## src/design/ccpdt_pkg.sv

```systemverilog
// ----------------------------------------------------------------------------
// ccpdt_pkg: shared constants for the packed date/time calendar clock
// Field widths, limits, reset values and command codes used by the block.
// ----------------------------------------------------------------------------
`timescale 1ns / 1ps

package ccpdt_pkg;

  // Command codes carried on in_tuser.
  localparam logic CMD_TICK = 1'b0;
  localparam logic CMD_LOAD = 1'b1;

  // Stream data widths: three fields packed, padded to whole bytes.
  localparam int WORD_W   = 16;
  localparam int SEC_W    = 6;
  localparam int FIELDS_W = 2 * WORD_W + SEC_W;
  localparam int TDATA_W  = ((FIELDS_W + 7) / 8) * 8;

  // Limits of the calendar fields.
  localparam logic [6:0] SEC_LAST  = 7'd59;
  localparam logic [6:0] MIN_LAST  = 7'd59;
  localparam logic [5:0] HOUR_LAST = 6'd23;
  localparam logic [4:0] MON_LAST  = 5'd12;

  // Month lengths.
  localparam logic [4:0] DAYS_LONG   = 5'd31;
  localparam logic [4:0] DAYS_SHORT  = 5'd30;
  localparam logic [4:0] DAYS_FEB_LY = 5'd29;
  localparam logic [4:0] DAYS_FEB    = 5'd28;
  localparam logic [3:0] MON_FEB     = 4'd2;

  // Reset state: midnight, 1 January 1980.
  localparam logic [WORD_W-1:0] TIME_RESET = 16'd0;
  localparam logic [WORD_W-1:0] DATE_RESET = 16'd33;
  localparam logic [SEC_W-1:0]  SEC_RESET  = 6'd0;

endpackage

```

## src/design/calendar_clock_packed_date_time.sv

```systemverilog
// An accepted item is held in the input stage, then in the clock state registers.
// Throughput: one item per cycle while out_tready is high; the calendar update is
// a single pass of short carry logic between input stage and clock state registers.
// Reset (rst_n low, synchronous): clock returns to 00:00:00 on 1 January 1980,
// both stages are emptied and no result is offered.
// ----------------------------------------------------------------------------
// calendar_clock_packed_date_time: calendar clock with packed date/time words
// Advances the clock by one second per tick item or loads new values, and
// returns the packed time word, packed date word and seconds count after
// every item.
// ----------------------------------------------------------------------------
`timescale 1ns / 1ps

module calendar_clock_packed_date_time (
  input  logic                           clk,
  input  logic                           rst_n,
  // Input stream.
  input  logic                           in_tvalid,
  output logic                           in_tready,
  // Bits 15..0 load_time_word, 31..16 load_date_word, 37..32 load_seconds,
  // 39..38 zero.
  input  logic [ccpdt_pkg::TDATA_W-1:0]  in_tdata,
  // Bit 0 command (tick or load).
  input  logic                           in_tuser,
  // Result stream.
  output logic                           out_tvalid,
  input  logic                           out_tready,
  // Bits 15..0 time_word, 31..16 date_word, 37..32 seconds, 39..38 zero.
  output logic [ccpdt_pkg::TDATA_W-1:0]  out_tdata
);

  localparam int WW = ccpdt_pkg::WORD_W;
  localparam int SW = ccpdt_pkg::SEC_W;

  // --------------------------------------------------------------------------
  // Input stage. It holds one item so that the input side keeps moving while
  // a finished result waits on the output. It drains into the clock state
  // whenever the result register is empty or being emptied this cycle.
  // --------------------------------------------------------------------------
  logic          s1_valid_r;
  logic          s1_cmd_r;
  logic [WW-1:0] s1_time_r;
  logic [WW-1:0] s1_date_r;
  logic [SW-1:0] s1_sec_r;

  logic out_valid_r;
  logic s1_advance;
  logic in_fire;

  assign s1_advance = s1_valid_r && (!out_valid_r || out_tready);
  assign in_tready  = !s1_valid_r || s1_advance;
  assign in_fire    = in_tvalid && in_tready;

  always_ff @(posedge clk) begin
    if (!rst_n) begin
      s1_valid_r <= 1'b0;
    end else if (in_tready) begin
      s1_valid_r <= in_tvalid;
    end
  end

  always_ff @(posedge clk) begin
    if (in_fire) begin
      s1_cmd_r  <= in_tuser;
      s1_time_r <= in_tdata[WW-1:0];
      s1_date_r <= in_tdata[2*WW-1:WW];
      s1_sec_r  <= in_tdata[2*WW+SW-1:2*WW];
    end
  end

  // --------------------------------------------------------------------------
  // Clock state. These registers are also the result register: after each
  // item they hold exactly the values the result reports.
  // --------------------------------------------------------------------------
  logic [WW-1:0] time_r, time_nxt;
  logic [WW-1:0] date_r, date_nxt;
  logic [SW-1:0] sec_r,  sec_nxt;

  // Tick arithmetic. Each field is compared against its limit even when no
  // carry arrives, so out-of-range loaded values fold back on the next tick.
  logic [6:0] sec_inc;
  logic       sec_carry;
  logic [6:0] min_inc;
  logic       min_carry;
  logic [5:0] min_new;
  logic [5:0] hr_inc;
  logic       hr_carry;
  logic [4:0] hr_new;
  logic [5:0] day_inc;
  logic [4:0] day_last;
  logic       day_carry;
  logic [4:0] day_new;
  logic [4:0] mon_inc;
  logic       mon_carry;
  logic [3:0] mon_new;
  logic [6:0] yr_new;
  logic [3:0] mon_cur;
  logic [6:0] yr_cur;

  assign mon_cur = date_r[8:5];
  assign yr_cur  = date_r[15:9];

  always_comb begin
    sec_inc   = {1'b0, sec_r} + 7'd1;
    sec_carry = sec_inc > ccpdt_pkg::SEC_LAST;

    min_inc   = {1'b0, time_r[10:5]} + {6'd0, sec_carry};
    min_carry = min_inc > ccpdt_pkg::MIN_LAST;
    min_new   = min_carry ? 6'd0 : min_inc[5:0];

    hr_inc    = {1'b0, time_r[15:11]} + {5'd0, min_carry};
    hr_carry  = hr_inc > ccpdt_pkg::HOUR_LAST;
    hr_new    = hr_carry ? 5'd0 : hr_inc[4:0];

    // Month length: February follows the year-multiple-of-four rule; other
    // months alternate, odd months long below August, even months long from
    // August on. Out-of-range months follow the same pattern.
    if (mon_cur == ccpdt_pkg::MON_FEB) begin
      day_last = (yr_cur[1:0] == 2'd0) ? ccpdt_pkg::DAYS_FEB_LY : ccpdt_pkg::DAYS_FEB;
    end else if (mon_cur[3] ^ mon_cur[0]) begin
      day_last = ccpdt_pkg::DAYS_LONG;
    end else begin
      day_last = ccpdt_pkg::DAYS_SHORT;
    end

    day_inc   = {1'b0, date_r[4:0]} + {5'd0, hr_carry};
    day_carry = day_inc > {1'b0, day_last};
    day_new   = day_carry ? 5'd1 : day_inc[4:0];

    mon_inc   = {1'b0, mon_cur} + {4'd0, day_carry};
    mon_carry = mon_inc > ccpdt_pkg::MON_LAST;
    mon_new   = mon_carry ? 4'd1 : mon_inc[3:0];

    // The year offset simply wraps in seven bits, 2107 back to 1980.
    yr_new    = yr_cur + {6'd0, mon_carry};

    if (s1_cmd_r == ccpdt_pkg::CMD_LOAD) begin
      time_nxt = s1_time_r;
      date_nxt = s1_date_r;
      sec_nxt  = s1_sec_r;
    end else begin
      sec_nxt  = sec_carry ? 6'd0 : sec_inc[5:0];
      time_nxt = {hr_new, min_new, sec_nxt[5:1]};
      date_nxt = {yr_new, mon_new, day_new};
    end
  end

  always_ff @(posedge clk) begin
    if (!rst_n) begin
      time_r      <= ccpdt_pkg::TIME_RESET;
      date_r      <= ccpdt_pkg::DATE_RESET;
      sec_r       <= ccpdt_pkg::SEC_RESET;
      out_valid_r <= 1'b0;
    end else begin
      if (s1_advance) begin
        time_r <= time_nxt;
        date_r <= date_nxt;
        sec_r  <= sec_nxt;
      end
      if (s1_advance) begin
        out_valid_r <= 1'b1;
      end else if (out_tready) begin
        out_valid_r <= 1'b0;
      end
    end
  end

  assign out_tvalid = out_valid_r;
  assign out_tdata  = {{(ccpdt_pkg::TDATA_W - ccpdt_pkg::FIELDS_W){1'b0}},
                       sec_r, date_r, time_r};

  // --------------------------------------------------------------------------
  // Checks.
  // --------------------------------------------------------------------------
  a_advance_gives_result: assert property (@(posedge clk) disable iff (!rst_n)
    s1_advance |=> out_valid_r)
    else $error("item left the input stage without producing a result");

  a_tick_seconds_range: assert property (@(posedge clk) disable iff (!rst_n)
    (s1_advance && s1_cmd_r == ccpdt_pkg::CMD_TICK) |=>
      ({1'b0, sec_r} <= ccpdt_pkg::SEC_LAST))
    else $error("tick left seconds count out of range");

  a_tick_halfsec_field: assert property (@(posedge clk) disable iff (!rst_n)
    (s1_advance && s1_cmd_r == ccpdt_pkg::CMD_TICK) |=> (time_r[4:0] == sec_r[5:1]))
    else $error("tick time word does not match seconds count");

  a_tick_hour_minute_range: assert property (@(posedge clk) disable iff (!rst_n)
    (s1_advance && s1_cmd_r == ccpdt_pkg::CMD_TICK) |=>
      ({1'b0, time_r[15:11]} <= ccpdt_pkg::HOUR_LAST &&
       {1'b0, time_r[10:5]} <= ccpdt_pkg::MIN_LAST))
    else $error("tick left hours or minutes out of range");

  a_load_stores_as_given: assert property (@(posedge clk) disable iff (!rst_n)
    (s1_advance && s1_cmd_r == ccpdt_pkg::CMD_LOAD) |=>
      (time_r == $past(s1_time_r) && date_r == $past(s1_date_r) &&
       sec_r == $past(s1_sec_r)))
    else $error("load item not stored unchanged");

endmodule
```

## config.mk

```make
export PLATFORM = sky130hd
export DESIGN_NAME = calendar_clock_packed_date_time
export DESIGN_NICKNAME = d
export VERILOG_FILES = /design/src/design/ccpdt_pkg.sv /design/src/design/calendar_clock_packed_date_time.sv
export SDC_FILE = /design/constraint.sdc
export NUM_CORES = 1
export LEC_CHECK = 0
export CORE_ASPECT_RATIO = 0.8
export CORE_MARGIN = 8
export CORE_UTILIZATION = 35
export DETAILED_ROUTE_END_ITERATION = 10
export DONT_BUFFER_PORTS = 1
export SLEW_MARGIN = 10
export SYNTH_ARGS = -nofsm -noshare
export SYNTH_HDL_FRONTEND = slang
export SYNTH_SLANG_ARGS = --single-unit
```

## constraint.sdc

```tcl
create_clock -name clk -period 7.75 [get_ports clk]
set_input_delay 0.775 -clock clk [delete_from_list [all_inputs] [get_ports clk]]
set_output_delay 0.775 -clock clk [all_outputs]
set_load 0.05 [all_outputs]
```

---- Word-level counts from Yosys, hierarchy flattened ----
Index checks and enable logic that the tools add are counted.
W data, S select, Z words.
storage, ports and cells
  register bits ........................... 79
  output and inout bits ................... 42
  word-level logic and storage cells ...... 43
  input port bits ......................... 45
operators by class
  order comparisons ....................... 5
  muxes and demuxes ....................... 13
  bitwise logic cells ..................... 1
  reductions and logical operators ........ 8
  eq/ne operators ......................... 1
  add/subtract/negate cells ............... 6
operator list
  cell                   number
  $mux W16               2
  $mux W6                3
  $gt A7 B6 Y1 const B   2
  $add A5 B1 Y6          2
  $mux W5                2
  $add A6 B1 Y7          1
  $add A6 B1 Y7 const B  1
  $add A7 B1 Y7          1
  $gt A6 B5 Y1           1
  $gt A6 B5 Y1 const B   1
  $add A4 B1 Y5          1
  $gt A5 B4 Y1 const B   1
  $eq A4 B2 Y1 const B   1
  $mux W1                4
  $mux W4                1
  $logic_and A1 B1 Y1    2
  $logic_not A1 Y1       2
  $logic_not A2 Y1       1
  $logic_or A1 B1 Y1     2
  $mux W2                1
  $reduce_bool A2 Y1     1
  $xor A1 B1 Y1          1

---- Depth between registers and ports, before layout ----
Gate-level depths: netlist (run 1).
  word-level depth ........................ 12
  mapped depth ............................ 35
  depth with buffers taken out ............ 35

---- Worst setup path after synthesis (run 1) ----
Ideal clock, no wire load.
  path kind ............................... register to register
  from .................................... reg sec_r[1]
  to ...................................... reg date_r[13]
  setup slack ............................. 480 ps
  arrival ................................. 7,155 ps
  buffers on the path ..................... 0
  cell stages (with the launch flop) ...... 35
  data required time ...................... 7,635 ps
  cell sequence ........................... dfxtp_1 > ha_1 > and3b_1 > o221ai_1 > a221oi_4 > nor3_1 > ha_1 > ha_1 > nand2_1 > nor2_1 > o221ai_2 > o21ai_0 > ha_1 > ha_1 > nand3b_1 > o21ai_0 > a21o_1 > ha_1 > ha_1 > ha_1 > nor2b_1 > o2111ai_1 > o21ai_0 > ha_1 > ha_1 > or2_2 > a21oi_1 > o22ai_1 > a21o_1 > ha_1 > ha_1 > and3_1 > a22oi_1 > o21ai_0 > and2_1
between the ends
  cells in the longest elaborated chain, start to end .. 12
ends and longest elaborated chain
  element                 RTL line                                RTL
  from (decl)             calendar_clock_packed_date_time.sv:77   logic [SW-1:0] sec_r, sec_nxt;
  from (signal assigned)  calendar_clock_packed_date_time.sv:152  sec_r <= ccpdt_pkg::SEC_RESET;
  from (signal assigned)  calendar_clock_packed_date_time.sv:158  sec_r <= sec_nxt;
  $add A6 B1 Y7           calendar_clock_packed_date_time.sv:104  sec_inc = {1'b0, sec_r} + 7'd1;
  $gt A7 B6 Y1            calendar_clock_packed_date_time.sv:105  sec_carry = sec_inc > ccpdt_pkg::SEC_LAST;
  $add A6 B1 Y7           calendar_clock_packed_date_time.sv:107  min_inc = {1'b0, time_r[10:5]} + {6'd0, sec_carry};
  $gt A7 B6 Y1            calendar_clock_packed_date_time.sv:108  min_carry = min_inc > ccpdt_pkg::MIN_LAST;
  $add A5 B1 Y6           calendar_clock_packed_date_time.sv:111  hr_inc = {1'b0, time_r[15:11]} + {5'd0, min_carry};
  $gt A6 B5 Y1            calendar_clock_packed_date_time.sv:112  hr_carry = hr_inc > ccpdt_pkg::HOUR_LAST;
  $add A5 B1 Y6           calendar_clock_packed_date_time.sv:126  day_inc = {1'b0, date_r[4:0]} + {5'd0, hr_carry};
  $gt A6 B5 Y1            calendar_clock_packed_date_time.sv:127  day_carry = day_inc > {1'b0, day_last};
  $add A4 B1 Y5           calendar_clock_packed_date_time.sv:130  mon_inc = {1'b0, mon_cur} + {4'd0, day_carry};
  $gt A5 B4 Y1            calendar_clock_packed_date_time.sv:131  mon_carry = mon_inc > ccpdt_pkg::MON_LAST;
  $add A7 B1 Y7           calendar_clock_packed_date_time.sv:135  yr_new = yr_cur + {6'd0, mon_carry};
  $mux W16                calendar_clock_packed_date_time.sv:137  if (s1_cmd_r == ccpdt_pkg::CMD_LOAD) begin
  to (signal assigned)    calendar_clock_packed_date_time.sv:151  date_r <= ccpdt_pkg::DATE_RESET;
  to (signal assigned)    calendar_clock_packed_date_time.sv:157  date_r <= date_nxt;
  to (decl)               calendar_clock_packed_date_time.sv:76   logic [WW-1:0] date_r, date_nxt;
No other way between the ends.
A chain may end at the register's enable or synchronous reset.

---- Final worst setup path (run 1) ----
  from .................................... reg sec_r[1]
  to ...................................... reg date_r[15]
The elaborated chain is that of the path after synthesis.

==> results of run 1 <==
==> synth_stat cells (all sizes together) (2+ instances only) <==
master / n / area share [%]
o311ai: 4 / 0.90
nor4b: 3 / 0.68
mux2i: 2 / 0.52
xor2: 4 / 0.90
o211ai: 3 / 0.58
a21oi: 41 / 5.3
nand3b: 2 / 0.39
o211a: 4 / 1.0
nand2: 26 / 2.6
a31oi: 5 / 0.81
nand3: 15 / 1.9
o21ai: 40 / 5.2
o22ai: 2 / 0.32
dfxtp: 40 / 21
ha: 15 / 4.8
a31o: 2 / 0.45
a211oi: 3 / 0.58
a221oi: 5 / 1.7
o31ai: 6 / 1.3
xnor2: 5 / 1.1
a32oi: 5 / 1.1
o221ai: 5 / 1.3
o21a: 3 / 0.58
inv: 10 / 0.97
a22oi: 4 / 0.77
or2: 3 / 0.48
nor3b: 2 / 0.39
buf: 8 / 1.4
nor2: 22 / 2.1
a21o: 2 / 0.39
nor2b: 5 / 0.81
clkbuf: 16 / 1.5
nand2b: 2 / 0.32
or3: 2 / 0.58
and3: 5 / 0.81
and2: 5 / 0.81
edfxtp: 39 / 30
nor3: 5 / 0.64
a21boi: 4 / 0.77
==> critical path: cells and delay by family, from the launching register on <==
| family | cells | cell delay [ns] |
|---|---|---|
| adders and majority gates | 12 | 2.90 |
| AOI/OAI and AO/OA | 13 | 2.34 |
| and+or+nand+nor | 7 | 1.37 |
| DFF | 1 | 0.41 |
| xor gates and xnor gates | 1 | 0.22 |
==> sequential cells by signal, summed over array words and instances (netlist names) <==
name        count
s1_valid_r      1
date_r         16
s1_sec_r        6
sec_r           6
time_r         16
out_tvalid      1
s1_time_r      16
s1_cmd_r        1
s1_date_r      16
==> power by group <==
group / leakage (nW) / switching (W) / total, W / internal, W
registers: 0.711 / 0.0000583 / 0.000524 / 0.000465
clock network: 0.148 / 0.000169 / 0.000416 / 0.000246
logic: 0.764 / 0.0000576 / 0.0000877 / 0.0000302
==> worst paths after layout <==
path | endpoint | slack (ns) | depth (start not counted)
max | date_r[15] | 0.42 | 33
min | date_r[0] | 0.52 | 1
max reg2reg | date_r[15] | 0.42 | 33
min reg2reg | time_r[11] | 0.53 | 2
==> layout make-up <==
class	count	area share, %
Timing Repair Buffer	13	2.22
Clock buffer	11	6.01
Multi-Input combinational cell	273	40.9
Clock inverter	5	0.826
Tap cell	144	4.10
Inverter	10	0.855
Sequential cell	79	45.1
==> cells in the final DEF (no fill, tap or decap), drive strengths merged, types with 6 or more instances in the layout <==
master,count
buf,13
o21ai,40
inv,12
nor2,22
o31ai,6
edfxtp,39
ha,15
nand2,26
nand3,15
a21oi,41
dfxtp,40
clkbuf,11
==> logic make-up after synthesis <==
logic type      count (synthesis)  synth area share, %
other cells                     1               0.0966
fa+ha+maj                      15                 4.83
buf+inv                        34                 3.87
xor+xnor                        9                 2.03
flops                          79                 50.8
simple gates                  101                 13.4
compound gates                144                 24.5
mux                             2                0.515
==> metrics by stage <==
stage | setup WS (ns) | instance area (sq um) | cells
CTS | 0.0210 | 4360 | 535
global placement | 0.0725 | 4050 | 518
global route | 0.00950 | 4390 | 535
floorplan | 0.480 | 3890 | 386
finish | 0.417 | 4390 | 535
detailed placement | -0.0935 | 4050 | 518
==> layer usage <==
metal  part of all wire (%)  GRT usage, %  up-vias
met1                     47          17.2     1477
li1                       -             -     1457
met5                   0.10             0        -
met2                     46          21.5       91
met4                   0.31          3.68        2
met3                    6.8          6.07        6
==> what timing repair did <==
item / CTS / global route
gates resized for setup: 0 / 12
pin swaps: 1 / 0
setup buffers: 1 / 0
setup endpoints to repair: 2 / 7
==> results.md, run 1 <==
* Vias in the first global route at 2965
* Cell variety after synth at 61
* Fmax at 136 MHz
* Port buffer count at 0
* Total wire length at 10.0 mm
* Worst Skew at 0.00660 ns
* Total gr overflow at 0
* Worst-path clk slew at 0.06 ns
* Critical-path top delay cell: dfxtp_2
* Layout cell share with drive strength beyond 1 at roughly 14%
* Hold WC Path Type: in -> reg
* Die ar. at ~0.015 sq mm
* Largest net degree at the start of global routing at 65
* TritonCTS clock tree: done
* H-tree levels at 3
* Post-DRT Antenna Nets at 0
* Initial DRC count at 177
* WHS at 0.521 ns
* Startpoint Class: flop
* FF-to-FF Start: sec_r[1]
* Fin nets at around 450
* Tmin final at 7.33 ns
* Initial antenna violation count at 1
* Cell repeated most along the worst path: ha_1
* PD cells at around 230 mW/mm^2
* Clock sink count at a little under 80
* Area of the multi-input gates at 0.00180 sq mm
* # IOs at 87
* Hold-fix buffers at CTS at 0
* Hold Crit Start: rst_n
* Maximum VDD drop at 143 uV
* Die W at 134 um
* GRT Total Usage at 13.8%
* Slew @ Worst Pin at 0.967 ns
* Worst-skew pair later-pin latency at 0.33 ns
* Max cap viols at 0
* Core ar. at 0.0108 sq mm
* Routed vias at about 3000
* Syn Area/Cell at roughly 10 sq um
* Max incr delay on CP at ~0.4 ns
* Total Power at 0.00103 W
* Via density at 5.67
* Total DRC errors in the routed layout at 0
* Fillers at approximately 1100
* Clk buf depth at 2
* Setup TNS Final at 0 ns
* Rows at 34
* CP endpoint kind: flop
* WS Path Type: reg -> reg
* Top_reg_cell synth: dfxtp_1
* Crit path from: sec_r[1]
* Fin crit share at 94.6%
* Die Y-Extent at 110 um
* Number of antenna diodes at 0
* WL/cell at 18.8 um
* Syn. warnings at 0
* CTS root buf: clkbuf_16
* # setup viols final at 0
* Post-DP HPWL at 6.70 mm
* Synthesized area at 0.00388 sq mm
* Cells after synthesis at about 390
* CTS Buf Count at 9
* Area Growth Syn to Fin at 13.0%
* Sequential area share after synthesis at around half
* Leakage at 1.62 nW
* Post-synth EDFFs at 39
* Pre-Repair DR Iteration Count at 5
* Final Wtd Congestion at 0.781
* Final Slew Violations at 0
* RSZ-0062 raised after global routing: false
* Critical Path RT at 8.00 ns
* Critical path arrival at 7.59 ns
* Async SR Flop Fraction at 0%
* Status: completed
* Register Area at about 0.0020 sq mm
* Synth Register Bits at 79
* First-pass GRT wire length at 15.8 mm
* Slew margin rel. at 35.5%
* Starting density of the core at 35.8%
* Hold Vio Cnt, Final at 0
* Layout Utilization at between 40% and 50%
* Critical Path Fanout Max at 7
(Power assumes the default switching activity.)
==> inputs of run 2 (changes only) <==
Settings changed: ABC_AREA set to 1.
Clock period 7.75 ns to 7.6 ns, I/O delays scaled along.
==> results.md, run 2 <==
* Status: completed
* Initial antenna violation count at 0
* Total wire length at 9.36 mm
* Total gr overflow at 0
* FF-to-FF Start: sec_r[0]
* Initial DRC count at 218
* Max incr delay on CP at between 0.3 and 0.4 ns
* H-tree levels at 3
* First-pass GRT wire length at 14.9 mm
* Leakage at 1.64 nW
* Commonest non-fill, non-tap cell in the layout: a21oi_1
* Most frequent cells after synthesis: a21oi_1 (76), nand2_1 (43), dfxtp_1 (40)
* Synthesized area at roughly 0.0037 sq mm
* Slew margin rel. at 47.9%
* Total DRC errors in the routed layout at 0
* Most frequent cells in the layout: a21oi_1 (75), nand2_1 (42), edfxtp_1 (39), dfxtp_1 (38), o21ai_0 (36)
* Layout cell share with drive strength beyond 1 at 14.7%
* Post-DRT Antenna Nets at 0
* TritonCTS clock tree: done
* Hold WC Path Type: reg -> reg
* Rows at 33
* Startpoint Class: flop
* Post-DP HPWL at roughly 6.3 mm
* Starting density of the core at between 30% and 40%
* Hold Vio Cnt, Final at 0
* Fin crit share at between 90% and 100%
* WHS at 0.488 ns
* CTS Buf Count at 9
* Critical path arrival at roughly 7.4 ns
* Async SR Flop Fraction at 0%
* Post-Synth XOR/XNOR Area at 2.37%
* Number of antenna diodes at 0
* Core ar. at 0.0103 sq mm
* Synth Area in Simple Gates at 14.6%
* Final Wtd Congestion at 0.836
* Reg2reg end: date_r[15]
* Area Growth Syn to Fin at 16.4%
* Worst-skew pair later-pin latency at 0.33 ns
* Final Slew Violations at 0
* Fin nets at 463
* Hold EP: date_r[5]
* Critical-path top delay cell: dfxtp_4
* GRT Total Usage at 13.5%
* Share of the synthesized area in the top cell type at 31.7%
* Routed vias at 2906
* Top_reg_cell synth: dfxtp_1
* Cell repeated most along the worst path: ha_1
* Die ar. at 0.0141 sq mm
* Post-synth EDFFs at 39
* Syn Area/Cell at 9.23 sq um
* Synth Register Bits at 79
* Via density at ~5.3
* WS Path Type: reg -> reg
* Worst Skew at about 0.003 ns
* Maximum VDD drop at 131 uV
* Setup TNS Final at 0 ns
* Max cap viols at 0
* Syn. warnings at 0
* Clock sink count at 79
* Top cells by area, synth: edfxtp_1 (32%), dfxtp_1 (22%), a21oi_1 (10%)
* Hold Path Depth at 2
* Hold Crit Start: s1_date_r[5]
* Cell with the most instances after synthesis: a21oi_1
* Critical Path Fanout Max at 7
* Cell variety after synth at 38
* Tmin final at approximately 7.1 ns
* Sequential area share after synthesis at 53.4%
* # setup viols final at 0
* FF-to-FF setup slack at 0.52 ns
* Register-to-Register Path Depth at 44
* # IOs at between 80 and 90
* Pre-Repair DR Iteration Count at 4
* Yosys top cell by area: edfxtp_1
* Slew @ Worst Pin at 0.780 ns
* CP endpoint kind: flop
* Post-synthesis compound-gate area fraction at 18.7%
* Vias in the first global route at 2842
* Critical Path RT at 7.86 ns
* Clk buf depth at 2
* Largest net degree at the start of global routing at 52
* Hold-fix buffers at CTS at 0
* Die W at 131 um
* PD cells at between 200 and 300 mW/mm^2
* Main combinational cell family by area after synthesis: compound AO/OA/AOI/OAI gates
* Fmax at around 140 MHz
* Mux cell area share after synthesis at 0%
* Port buffer count at 0
* Die Y-Extent at ~110 um
* WL/cell at 17.1 um
* Cells after synthesis at 400
* CTS root buf: clkbuf_16
* Worst-path clk slew at 0.06 ns
* Synth Area in Adders at 5.08%
## run 2: cell count changes in the layout (fill, tap and decap cells not counted), moves of 5 or more
cell,change
a32oi_1,-5
nand3_1,+17
inv_1,+19
o31ai_1,-5
a21oi_1,+34
and3_1,-5
nor2_1,-6
nand2_1,+17
## run 2: critical path, delay by kind of cell, from the launching register on
kind | cells | cell delay [ns]
buffers and inverters | 6 | 0.40
AO/OA/AOI/OAI | 7 | 0.95
adder cells (fa/ha/maj) | 12 | 2.62
flip-flops | 1 | 0.37
AND/OR/NAND/NOR | 16 | 1.97
XOR/XNOR | 3 | 0.70
## run 2: power breakdown
group	internal [W]	switching (W)	total (W)	leakage, nW
clock network	0.000355	0.000172	0.000527	0.176
logic	0.0000304	0.0000622	0.0000926	0.750
registers	0.000476	0.0000671	0.000543	0.711
## run 2: cell type report
| class | instances | area (sq um) |
|---|---|---|
| multi-input combinational | 270 | 1560 |
| tap | 140 | 175 |
| clock buffer | 9 | 225 |
| timing repair buffer | 11 | 93.8 |
| fill | 987 | 5980 |
| sequential | 79 | 1980 |
| inverter | 32 | 120 |
| clock inverter | 7 | 145 |
## run 2: worst max-delay path by stage
stage	startpoint	to	slack, ns	depth (start not counted)
final	sec_r[0]	date_r[15]	0.52	44
after global routing	sec_r[0]	date_r[15]	-0.004	44
after CTS	sec_r[0]	date_r[15]	0.18	42
after detailed placement	sec_r[0]	date_r[15]	0.26	42
after global placement	sec_r[0]	date_r[15]	0.40	42
after floorplan	sec_r[0]	date_r[15]	0.81	43
## run 2: kinds of logic (layout without fill, tap and decap cells)
group / count (synthesis) / after routing
adder cells (fa/ha/maj): 15 / 15
flip-flops: 79 / 79
XOR/XNOR: 10 / 10
AND/OR/NAND/NOR: 114 / 114
other: 1 / 2
AO/OA/AOI/OAI: 129 / 129
buffers and inverters: 52 / 59
## run 2: metrics by stage
stage	power (W)	cell area [sq um]	instances	util, %	worst slack, ns
after global routing	0.00121	4300	548	41.8	-0.00435
final	0.00116	4300	548	41.8	0.517
after detailed placement	0.000642	3850	530	37.4	0.259
after CTS	0.00117	4220	546	41.0	0.178
after floorplan	0.000617	3700	401	-	0.806
after global placement	0.000639	3850	530	37.4	0.400
## run 2: per-layer routing
metal	share of wire (%)	wire, um	track usage [%]
met2	45	4200	20.5
met3	8.1	757	5.35
met5	0	0	0
met4	1.3	117	3.60
met1	46	4280	17.3
## run 2: timing repair
item | in CTS | in global routing
setup buffers | 0 | 2
resized for setup | 0 | 20
endpoints found under the setup margin | 0 | 6
